--- config.mk ---
export PLATFORM = sky130hd
export DESIGN_NAME = tcw_ctrl
export DESIGN_NICKNAME = d
export VERILOG_FILES = /design/src/sv/tcw_pkg.sv /design/src/sv/tcw_ctrl.sv
export SDC_FILE = /design/constraint.sdc
export NUM_CORES = 1
export LEC_CHECK = 0
export BUFFER_PORTS_ARGS = -buffer_cell sky130_fd_sc_hd__buf_2
export CORE_MARGIN = 5
export CORE_UTILIZATION = 39
export DETAILED_ROUTE_END_ITERATION = 12
export PLACE_DENSITY = 0.73
export SLEW_MARGIN = 20
export SYNTH_ARGS = -nofsm -noshare
export SYNTH_HDL_FRONTEND = slang
export SYNTH_SLANG_ARGS = --single-unit
--- constraint.sdc ---
create_clock -name clock -period 1.9 [get_ports clock]
set_input_delay 0.57 -clock clock [delete_from_list [all_inputs] [get_ports clock]]
set_output_delay 0.57 -clock clock [all_outputs]
set_load 0.01 [all_outputs]
--- src/sv/tcw_pkg.sv ---
package tcw_pkg;

   // field widths of the channels
   localparam int KIND_W     = 2;
   localparam int CHAR_W     = 8;
   localparam int COLOR_W    = 8;
   localparam int CELL_ROW_W = 5;
   localparam int CELL_COL_W = 7;
   localparam int CUR_ROW_W  = 5;
   localparam int CUR_COL_W  = 7;
   localparam int LOC_W      = 11;
   localparam int CELL_W     = CHAR_W + COLOR_W;

   // item kinds
   localparam logic [KIND_W-1:0] KIND_APPEND = 2'd0;
   localparam logic [KIND_W-1:0] KIND_CLEAR  = 2'd1;
   localparam logic [KIND_W-1:0] KIND_READ   = 2'd2;

   // special character codes
   localparam logic [CHAR_W-1:0] NULL_CODE    = 8'd0;
   localparam logic [CHAR_W-1:0] NEWLINE_CODE = 8'd10;

   typedef enum logic [1:0] {
      WD_ZERO,
      WD_CELL,
      WD_COPY
   } wdata_sel_type;

   typedef enum logic {
      WA_SWEEP,
      WA_CURSOR
   } waddr_sel_type;

   typedef enum logic {
      RA_CELL,
      RA_AHEAD
   } raddr_sel_type;

   typedef enum logic [1:0] {
      CNT_HOLD,
      CNT_ZERO,
      CNT_INC
   } cnt_op_type;

   typedef struct packed {
      logic          load_item;
      logic          ram_we;
      wdata_sel_type wd_sel;
      waddr_sel_type wa_sel;
      logic          ram_re;
      raddr_sel_type ra_sel;
      cnt_op_type    cnt_op;
      logic          cur_adv;
      logic          cur_home;
      logic          rd_cap;
      logic          rsp_load;
   } cmd_type;

   typedef struct packed {
      logic [KIND_W-1:0] kind;
      logic              char_null;
      logic              char_newline;
      logic              adv_scrolls;
      logic              rd_in_range;
      logic              sweep_last;
      logic              copy_last;
      logic              rsp_free;
   } sts_type;

endpackage

--- src/sv/tcw_ctrl.sv ---
module tcw_ctrl (
   input  logic             clock,
   input  logic             reset,
   input  logic             req_valid,
   output logic             req_stall,
   input  tcw_pkg::sts_type sts,
   output tcw_pkg::cmd_type cmd
);

   typedef enum logic [3:0] {
      ST_INIT,
      ST_IDLE,
      ST_EXEC,
      ST_CLEAR,
      ST_READ_WAIT,
      ST_SCROLL_PRIME,
      ST_SCROLL_COPY,
      ST_SCROLL_ZERO,
      ST_RESP
   } state_type;

   state_type state_ff;
   state_type state_in;

   assign req_stall = (state_ff != ST_IDLE);

   always_comb begin
      cmd      = '0;
      state_in = state_ff;
      case (state_ff)
         ST_INIT: begin
            // power-on clear of the screen store
            cmd.ram_we = 1'b1;
            cmd.wd_sel = tcw_pkg::WD_ZERO;
            cmd.wa_sel = tcw_pkg::WA_SWEEP;
            cmd.cnt_op = tcw_pkg::CNT_INC;
            if (sts.sweep_last) begin
               state_in = ST_IDLE;
            end
         end
         ST_IDLE: begin
            if (req_valid) begin
               cmd.load_item = 1'b1;
               state_in      = ST_EXEC;
            end
         end
         ST_EXEC: begin
            case (sts.kind)
               tcw_pkg::KIND_APPEND: begin
                  if (sts.char_null) begin
                     state_in = ST_RESP;
                  end else begin
                     cmd.ram_we  = !sts.char_newline;
                     cmd.wd_sel  = tcw_pkg::WD_CELL;
                     cmd.wa_sel  = tcw_pkg::WA_CURSOR;
                     cmd.cur_adv = 1'b1;
                     state_in    = sts.adv_scrolls ? ST_SCROLL_PRIME : ST_RESP;
                  end
               end
               tcw_pkg::KIND_CLEAR: begin
                  cmd.cnt_op   = tcw_pkg::CNT_ZERO;
                  cmd.cur_home = 1'b1;
                  state_in     = ST_CLEAR;
               end
               tcw_pkg::KIND_READ: begin
                  if (sts.rd_in_range) begin
                     cmd.ram_re = 1'b1;
                     cmd.ra_sel = tcw_pkg::RA_CELL;
                     state_in   = ST_READ_WAIT;
                  end else begin
                     state_in = ST_RESP;
                  end
               end
               default: begin
                  state_in = ST_RESP;
               end
            endcase
         end
         ST_CLEAR: begin
            cmd.ram_we = 1'b1;
            cmd.wd_sel = tcw_pkg::WD_ZERO;
            cmd.wa_sel = tcw_pkg::WA_SWEEP;
            cmd.cnt_op = tcw_pkg::CNT_INC;
            if (sts.sweep_last) begin
               state_in = ST_RESP;
            end
         end
         ST_READ_WAIT: begin
            cmd.rd_cap = 1'b1;
            state_in   = ST_RESP;
         end
         ST_SCROLL_PRIME: begin
            // fetch the first cell of row 1
            cmd.cnt_op = tcw_pkg::CNT_ZERO;
            cmd.ram_re = 1'b1;
            cmd.ra_sel = tcw_pkg::RA_AHEAD;
            state_in   = ST_SCROLL_COPY;
         end
         ST_SCROLL_COPY: begin
            cmd.ram_we = 1'b1;
            cmd.wd_sel = tcw_pkg::WD_COPY;
            cmd.wa_sel = tcw_pkg::WA_SWEEP;
            cmd.cnt_op = tcw_pkg::CNT_INC;
            cmd.ram_re = !sts.copy_last;
            cmd.ra_sel = tcw_pkg::RA_AHEAD;
            if (sts.copy_last) begin
               state_in = ST_SCROLL_ZERO;
            end
         end
         ST_SCROLL_ZERO: begin
            cmd.ram_we = 1'b1;
            cmd.wd_sel = tcw_pkg::WD_ZERO;
            cmd.wa_sel = tcw_pkg::WA_SWEEP;
            cmd.cnt_op = tcw_pkg::CNT_INC;
            if (sts.sweep_last) begin
               state_in = ST_RESP;
            end
         end
         ST_RESP: begin
            if (sts.rsp_free) begin
               cmd.rsp_load = 1'b1;
               state_in     = ST_IDLE;
            end
         end
         default: begin
            state_in = ST_IDLE;
         end
      endcase
   end

   always_ff @(posedge clock) begin
      if (reset) begin
         state_ff <= ST_INIT;
      end else begin
         state_ff <= state_in;
      end
   end

endmodule

==> results of run 1 <==
layout make-up:
cell class,count,area [µm²],share of cell area [%]
Inverter,4,15.0,1.86
Sequential cell,4,81.3,10.1
Clock buffer,3,22.5,2.79
Timing Repair Buffer,36,236,29.3
Multi-Input combinational cell,58,433,53.6
Tap cell,15,18.8,2.33
stage by stage:
step / cell area, µm² / TNS [ps] / hold WS (ps) / utilization [%] / setup WS, ps
after floorplan: 528 / -238 / 623 / - / -120
after CTS: 781 / -1280 / 537 / 60.8 / -277
after detailed placement: 722 / -192 / 645 / 56.2 / -84.1
final: 807 / -1260 / 543 / 62.8 / -273
after global routing: 807 / -1690 / 561 / 62.8 / -340
after global placement: 722 / -154 / 642 / 56.2 / -76.4
synth_stat cells, drive strengths merged:
cell	count
a31oi	1
nand2	4
a22oi	1
and3	1
and3b	1
o22ai	1
o2111ai	2
nand3	2
clkbuf	1
nand3b	1
or4b	1
o221a	1
o31a	1
o311ai	1
or3b	1
a21oi	3
o21bai	2
nor4b	1
mux2i	2
or3	1
a21boi	1
nor3	2
nor2	6
a211oi	2
o21ai	3
xnor2	1
nand2b	5
nor2b	6
nor4	3
and2	1
buf	4
inv	4
dfxtp	4
power by group:
group | switching [mW] | internal (mW) | total, mW
clock network | 0.0322 | 0.0704 | 0.103
registers | 0.00311 | 0.0896 | 0.0927
logic | 0.0857 | 0.0778 | 0.163
total | 0.121 | 0.238 | 0.359
routing by layer:
metal	up-vias	part of all wire, %
met5	-	0
met4	0	0
met3	0	6.1
met2	21	50
met1	282	43
li1	329	-
layout by cell type (no fill, tap or decap), types with 3 or more instances in the layout:
| cell | Yosys | routed |
|---|---|---|
| sky130_fd_sc_hd__nand2_1 | 4 | 4 |
| sky130_fd_sc_hd__dfxtp_1 | 4 | 3 |
| sky130_fd_sc_hd__nand2b_1 | 5 | 4 |
| sky130_fd_sc_hd__buf_2 | 2 | 21 |
| sky130_fd_sc_hd__clkbuf_4 | 0 | 3 |
| sky130_fd_sc_hd__nor2_1 | 6 | 6 |
| sky130_fd_sc_hd__inv_1 | 4 | 4 |
| sky130_fd_sc_hd__buf_4 | 2 | 11 |
| sky130_fd_sc_hd__nor2b_1 | 6 | 6 |
| sky130_fd_sc_hd__buf_6 | 0 | 3 |
logic make-up after synthesis:
| group | after synthesis |
|---|---|
| muxes | 2 |
| buffers and inverters | 9 |
| xor gates and xnor gates | 1 |
| DFF | 4 |
| and+or+nand+nor | 36 |
| AOI/OAI and AO/OA | 19 |
final timing paths:
check	from	to	slack (ps)	cells past startpoint
max	state_ff[2]	cmd[3]	-270	4
max reg2reg	state_ff[1]	state_ff[0]	270	4
min	reset	state_ff[3]	540	2
min reg2reg	state_ff[2]	state_ff[2]	650	3
what timing repair did:
| item | CTS | global route |
|---|---|---|
| resized for setup | 6 | 6 |
| setup endpoints to repair | 7 | 10 |
| hold buffers | 0 | 0 |
| pin swaps | 4 | 0 |
==> results.md, run 1 <==
Run status:
- The flow ran to the end, but the final reports show violations.
- The final reports fail on negative setup slack.

Power and ir drop:
- The power density over the cells is 445 mW/mm².
- In this run the static leakage power is 0.344 nW.
- The total design power is 359 µW.
- The worst supply voltage drop on vdd is 0.205 mV.

Global route:
- For met2 alone, demand over resource in global routing was 29.1%.
- Global routing consumed, over all layers together, 16.1% of the routing resources.
- The met1 usage in global routing is 19.6%.
- The global routing stage identified its most utilized layer as met2.
- The first-pass GRT wire length is 2.50 mm.
- The initial antenna violation count was 0.
- Summed over all layers, the global routing overflow is 0.
- The number of global-route vias before repair is 581.
- Entering global routing, the biggest net connects 18 pins.
- In the global route stage, met3 resource usage came out at 2.34%.

Critical path:
- Grouping stages by cell kind, the critical path spends the most delay in simple AND/OR/NAND/NOR gates.
- The worst setup path is of the flop to output port kind.
- Traced cell by cell, the critical path runs through or4b_4 > buf_4 > nor4_4 > buf_2.
- The largest single stage delay on the critical path is 570 ps.
- The required time at the worst-slack endpoint is 1330 ps.
- The number of buffers and inverters on the critical path is 2.
- For the worst setup path, the data arrival time is 1600 ps.
- The worst setup path is captured at an output port.
- Among all stages on the critical path, the largest delay is contributed by sky130_fd_sc_hd__or4b_4.
- In this run the worst path has a maximum fanout of 3.
- The worst setup path is launched from a flop.

Timing:
- The final critical-path required period is 2170 ps.
- The max-slew violation count came to 0.
- The total count of hold-check failures in the final report is 0.
- The worst slew margin relative to its limit is 61.9%.
- The worst path uses 114% of the clock period.
- At the pin with the least slew margin, the transition time is 563 ps.
- The final-report setup violation count is 7.
- Setup repair after global routing could not meet its margin everywhere.
- The worst clock skew is 7.89 ps.
- The highest attainable clock frequency is 460 MHz.
- The post-route worst setup slack is -273 ps.

Clocking:
- The tree is rooted in a sky130_fd_sc_hd__clkbuf_4.
- The register clock-pin slew on the reported worst setup and hold paths is 40 ps.
- No sink is reached through more buffers than the 2 on the longest clock path.
- The TritonCTS clock tree is yes.
- For this design, the sink count on the clock tree is 4.
- Buffers added to address setup during post-CTS repair amount to 0.
- The clock network latency to the later pin of the worst-skew pair is 230 ps.
- The number of H-tree levels is 1.
- The number of clock buffers added by TritonCTS is 3.

Floorplanning:
- The number of top-level pins is 26.
- The die covers 0.00216 mm².
- The height of the chip is 46.4 µm.
- Row generation in the floorplan step produced 13 rows.
- Measured along the x axis, the die boundary spans 46.4 µm.
- The initial utilization of the core area, before any placement, comes to 40.3%.
- The total area inside the core boundary comes to 0.00128 mm².

Layout:
- The area overhead of the layout relative to synthesis is 55.8%.
- The fraction of layout cells with a size suffix above 1 is 47.6%.
- The flip-flop count of the largest register, all copies and words added is 4.
- The total inserted antenna cells is 0.
- After filler insertion, the fill cell instance count of the layout stands at 125.
- The non-filler instance count after layout is 120.
- The top register by number of flip-flops is state_ff.
- In the final layout, the registers with the most flip-flops are state_ff: 4 flops.
- The number of nets at the end of the flow is 119.

Yosys:
- The cell type contributing the most total cell area after synthesis is sky130_fd_sc_hd__dfxtp_1.
- After synthesis, the largest family of logic cells by area is simple AND/OR/NAND/NOR gates.
- Counting flops and latches in the post-synthesis netlist gives 4.
- Synthesis produced a netlist with a net count of 83.
- Summing every instance area after synthesis gives 518 µm².
- The compound-gate portion of the synthesized area is 26.8%.
- Yosys attributes the largest share of cell area to sky130_fd_sc_hd__dfxtp_1 15%, sky130_fd_sc_hd__nor2b_1 7.2%, sky130_fd_sc_hd__nand2b_1 6.0%.
- Of the post-synthesis cell area, the dominant cell type holds 15.5%.
- Sequential elements use 15.5% of the synthesized area.
- The cell count after synthesis came out at 71.
- The area share of fa/ha/maj cells after synthesis is 0%.
- Multiplexer cells account for 3.86% of the synthesized area.
- The post-synthesis xor/xnor area fraction is 1.69%.
- The count of synthesis-stage warnings from yosys is 0.
- Synthesis instantiated 37 different standard cells from the library.
- After Yosys synthesis, and, or, nand and nor cells account for 43.7% of the synthesized area.
- Each instance of the synthesized netlist takes up on average 7.30 µm².

Detailed routing:
- Dividing the detail-routed wire length by the instance count gives 12.9 µm.
- The number of vias per cell after detailed routing is 5.27.
- Before antenna repair, the detailed router went through 4 iterations.
- After detailed routing, the number of remaining DRC violations is 0.
- The final layout contains routed wiring with a total length of 1.55 mm.
- The first-iteration detailed-routing DRC count is 4.
- Detailed routing inserted a total of 632 vias.
- The count of nets left with antenna violations once routing finished came out at 0.

Place:
- The HPWL after detailed placement is 1.20 mm.
- The congestion estimate from routability-driven global placement came to 0.813.
- The count of buffers added on input and output ports is 25.
- The number of instances in the placed design is 117.

Run:
- Across the run, the number of max-cap violations was 0.

Hold path:
- The tightest min-delay check is of the input port to flop type.
No activity file was read; power rests on OpenSTA's default activity.
==> inputs of run 2 (changes only) <==
--- a/config.mk
+++ b/config.mk
@@ -5,11 +5,12 @@
 export SDC_FILE = /design/constraint.sdc
 export NUM_CORES = 1
 export LEC_CHECK = 0
+export ABC_AREA = 1
 export BUFFER_PORTS_ARGS = -buffer_cell sky130_fd_sc_hd__buf_2
-export CORE_MARGIN = 5
-export CORE_UTILIZATION = 39
+export CORE_AREA = 5 5 42 44
 export DETAILED_ROUTE_END_ITERATION = 12
-export PLACE_DENSITY = 0.73
+export DIE_AREA = 0 0 47 49
+export PLACE_DENSITY = 0.69
 export SLEW_MARGIN = 20
 export SYNTH_ARGS = -nofsm -noshare
 export SYNTH_HDL_FRONTEND = slang
==> run 2 against run 1 <==
Effect of this change: the run now ends clean; synthesized area is 8.5% lower; clock power is 8% higher; die area is 6.8% higher; core utilization is 11 points lower; global-route usage is 3.3 points lower; sequential power is 120% higher; register-to-register slack better by 290 ps; worst setup slack better by 310 ps; highest routed layer is now met4.
==> results.md, run 2 <==
Detailed routing:
- The post-detailed-route count of antenna-violating nets is 0 (unchanged).
- The mean routed wirelength per cell came to 10.4 µm (-20%).
- The number of design rule violations left after detail routing is 0 (unchanged).
- The vias after detailed routing is 649 (+2.7%).
- The number of vias per cell after detailed routing came to 4.67 (-11%).
- The number of detailed-routing iterations run before antenna repair was 4 (unchanged).
- The overall routed net length is 1.45 mm (-6.9%).
- The first-iteration detailed-routing DRC count is 30 (+26).

Critical path:
- The required time at the worst-slack endpoint is 1330 ps (about the same).
- In this design, the critical path's most frequently occurring cell is sky130_fd_sc_hd__nand3_1.
- The worst-path maximum fanout is 5 (+2).
- The buffer and inverter count on the worst path was 2 (unchanged).
- STA classifies the critical path endpoint as an output port.
- The most critical setup path has its startpoint at state_ff[1].
- The critical path is of the flop to output port type.
- In this run the critical register-to-register path is launched from state_ff[0].
- The slowest cell on the critical path is sky130_fd_sc_hd__dfxtp_2.
- The type of element launching the critical path is a flop.
- The kind of cell with the highest combined delay on the critical path is flip-flops.
- The signal arrival time at the worst endpoint is 1290 ps (-310 ps).
- The critical path goes through buf_4 > nand3_1 > nand3_1 > o21bai_1 > buf_2.
- The stage delay of the slowest cell on the critical path is 320 ps (-250 ps).

Layout:
- The total inserted antenna cells was 0 (unchanged).
- The number of nets at the end of the flow is 137 (+15%).
- The non-filler instance count after layout was 139 (+16%).
- Ranked by flip-flop count, first place goes to state_ff.
- In the final layout, the registers with the most flip-flops are state_ff: 4 flops.
- Relative to the synthesized area, the layout overhead comes to 51.7%.
- The post-route standard cell area excluding fillers was 719 µm² (-11%).
- The most common cell after layout, fill and taps aside is sky130_fd_sc_hd__buf_2.
- The flip-flop count of the largest register, all copies and words added is 4 (unchanged).
- The share of the core filled with cells in the final layout came to 51.3% (-11 points).
- In the layout the commonest cells are 25 x sky130_fd_sc_hd__buf_2, 22 x sky130_fd_sc_hd__nand2_1, 15 x sky130_fd_sc_hd__inv_1, 14 x sky130_fd_sc_hd__nor2_1, 9 x sky130_fd_sc_hd__nand3_1.
- The fraction of layout cells with a size suffix above 1 is 45.5% (-2.1 points).

Place:
- The number of buffers inserted by port buffering came to 25 (unchanged).
- The worst-case setup slack after placement is 105 ps (+189 ps).
- The total placed instance area is 619 µm² (-14%).
- The final weighted congestion in routability-driven placement was 0.834 (+2.6%).
- The half-perimeter wire length of the detailed placement result is 1.06 mm (-12%).
- The number of instances in the placed design came to 130 (+11%).

Global route:
- The number of global-route vias before repair came to 573 (-1.4%).
- The first-pass GRT wire length is 2.23 mm (-11%).
- The initial antenna violation count came to 0 (unchanged).
- The largest net degree at the start of global routing came to 7 (-11).
- The global-route usage over all layers is 12.7% (-3.3 points).
- The residual overflow from global routing is 0 (unchanged).

Clocking:
- TritonCTS built the clock tree.
- The clock network latency to the later pin of the worst-skew pair was 240 ps (about the same).
- The register clock-pin slew on the reported worst setup and hold paths is 40 ps (about the same).
- The tree is rooted in a sky130_fd_sc_hd__clkbuf_4.
- The total CTS buffers came to 3 (unchanged).
- The clock sink count is 4 (unchanged).
- The maximum root-to-sink buffer count was 2 (unchanged).
- The number of H-tree levels is 1 (unchanged).

Timing:
- The worst clock skew is 4.91 ps (-2.98 ps).
- The part of the cycle the worst path needs came to 98.1% (-16 points).
- The total count of hold-check failures in the final report is 0 (unchanged).
- The total negative setup slack is 0 ps (+1260 ps).
- The slew of the pin with the lowest slew margin is 189 ps (-374 ps).
- Setup repair after global routing could not meet its margin everywhere.
- The final-report setup violation count was 0 (-7).
- The worst slew margin relative to its limit came to 87.4% (+26 points).
- The final critical-path required period is 1860 ps (-310 ps).
- The max-slew violation count is 0 (unchanged).
- The worst hold slack is 552 ps (+8.99 ps).
- The highest attainable clock frequency is 537 MHz (+17%).
- The post-route worst setup slack is 36.4 ps (+310 ps).

Yosys:
- The portion of synthesized cell area occupied by the leading cell type is 18.2% (+2.7 points).
- Yosys instantiated no cell more often than sky130_fd_sc_hd__nand2_1.
- The synthesized net count is 101 (+22%).
- By area the synthesized netlist is led by sky130_fd_sc_hd__nand2_1 18%, sky130_fd_sc_hd__dfxtp_1 17%, sky130_fd_sc_hd__nor2_1 13%.
- The area fraction in and, or, nand and nor cells after synthesis was 55.9% (+12 points).
- The compound-gate portion of the synthesized area came to 10.6% (-16 points).
- The flip-flop and latch count after synthesis is 4 (unchanged).
- The number of library cell types mapped by synthesis was 18 (-51%).
- The average footprint of a synthesized cell was 5.33 µm² (-27%).
- The number of enable flip-flop cells after synthesis came to 0 (unchanged).
- The cell count after synthesis came to 89 (+25%).
- The sequential-to-total area share from yosys stat was 16.9% (+1.4 points).
- The post-synthesis xor/xnor area fraction is 0% (-1.7 points).
- The area share of fa/ha/maj cells after synthesis came to 0% (unchanged).
- The count of synthesis-stage warnings from yosys came to 0 (unchanged).
- By area, the combinational part of the netlist is dominated by simple AND/OR/NAND/NOR gates.
- By count the netlist is led by 23 x sky130_fd_sc_hd__nand2_1, 17 x sky130_fd_sc_hd__nor2_1, 15 x sky130_fd_sc_hd__inv_1, 9 x sky130_fd_sc_hd__nand3_1, 5 x sky130_fd_sc_hd__nor2_2.
- The cell area after technology mapping is 474 µm² (-8.5%).
- The main flop type after synthesis is sky130_fd_sc_hd__dfxtp_1.
- The fraction of registers with async set/reset was 0% (unchanged).
- The share of cell area taken by muxes after synthesis was 0% (-3.9 points).
- The cell type contributing the most total cell area after synthesis is sky130_fd_sc_hd__nand2_1.

Power and ir drop:
- The worst supply voltage drop on vdd is 0.657 mV (+220%).
- The relative contribution of combinational cells to total power came to 72.7% (+27 points).
- The leakage power is 0.473 nW (+37%).
- The share of total power in sequential cells was 17.6% (-8.2 points).
- The internal cell power is 567 µW (+140%).
- The power density over the cells came to 1590 mW/mm² (+260%).
- The total design power is 1.14 mW (+220%).
- The share of power burned in the clock network came to 9.7% (-19 points).
- The switching component of the power was 576 µW (+380%).
- The fraction of power spent switching nets is 50.4% (+17 points).

Run status:
- The flow ran to the end, and the final reports show no timing, DRC or antenna violations.

Floorplanning:
- The chip width is 47 µm (+1.2%).
- The height of the chip is 49 µm (+5.5%).
- The cell row count is 14 (+1).
- The initial core utilization is 33.8% (-6.5 points).
- The die footprint is 0.00230 mm² (+6.8%).
- The placeable core region is 0.00140 mm² (+9.1%).
- The number of top-level pins is 26 (unchanged).

Hold path:
- The launch instance of the worst min-delay path is state_ff[0].
- The class of the worst hold path is flop to flop.

Run:
- The max-cap check violation count is 0 (unchanged).
-- run 2: changes by cell type after synthesis, sizes merged, moves of 3 or more --
cell    previous run  this run
nand2b             5         0
nand3              2        10
buf                4         1
nand2              4        24
nor2               6        23
o21ai              3         0
nor2b              6         0
inv                4        19
nor4               3         0
-- run 2: power groups by stage --
stage          Sequential, mW  Combinational [mW]  Clock, mW
4_1_cts                 0.193               0.755      0.112
3_5_place_dp            0.177               0.685          0
6_report                0.201               0.831      0.111
5_1_grt                 0.204               0.935      0.119
2_1_floorplan           0.171               0.502          0
3_3_place_gp            0.176               0.683          0
-- run 2: cell families after synthesis --
family | Yosys count
AOI/OAI and AO/OA | 6
DFF | 4
and+or+nand+nor | 59
buffers and inverters | 20
-- run 2: what timing repair did --
action | CTS | global route
pin swaps | 4 | 3
buffers inserted | 3 | 3
hold buffers | 0 | 0
resized for setup | 6 | 6
setup endpoints to repair | 5 | 6
-- run 2: final cells by class --
class / instances / area [µm²]
Sequential cell: 4 / 87.6
Timing Repair Buffer: 32 / 178
Clock buffer: 3 / 22.5
Tap cell: 16 / 20.0
Fill cell: 145 / 682
Multi-Input combinational cell: 65 / 340
Inverter: 19 / 71.3
-- run 2: worst paths after layout --
path / end / slack, ps / cells after the start
max: cmd[11] / 40 / 5
min: state_ff[0] / 550 / 2
max reg2reg: state_ff[2] / 560 / 10
min reg2reg: state_ff[0] / 550 / 2
-- run 2: worst min-delay path: cells and delay by family (launching register included) --
family / cells / cell delay (ps)
simple gates: 2 / 150
flops: 1 / 360
-- run 2: layer usage --
metal,part of all wire (%),wire length (µm),global-route usage (%)
met5,0,0,0
met4,3.0,44,2.76
met3,5.3,77,3.69
met2,49,715,21.9
met1,42,608,14.9
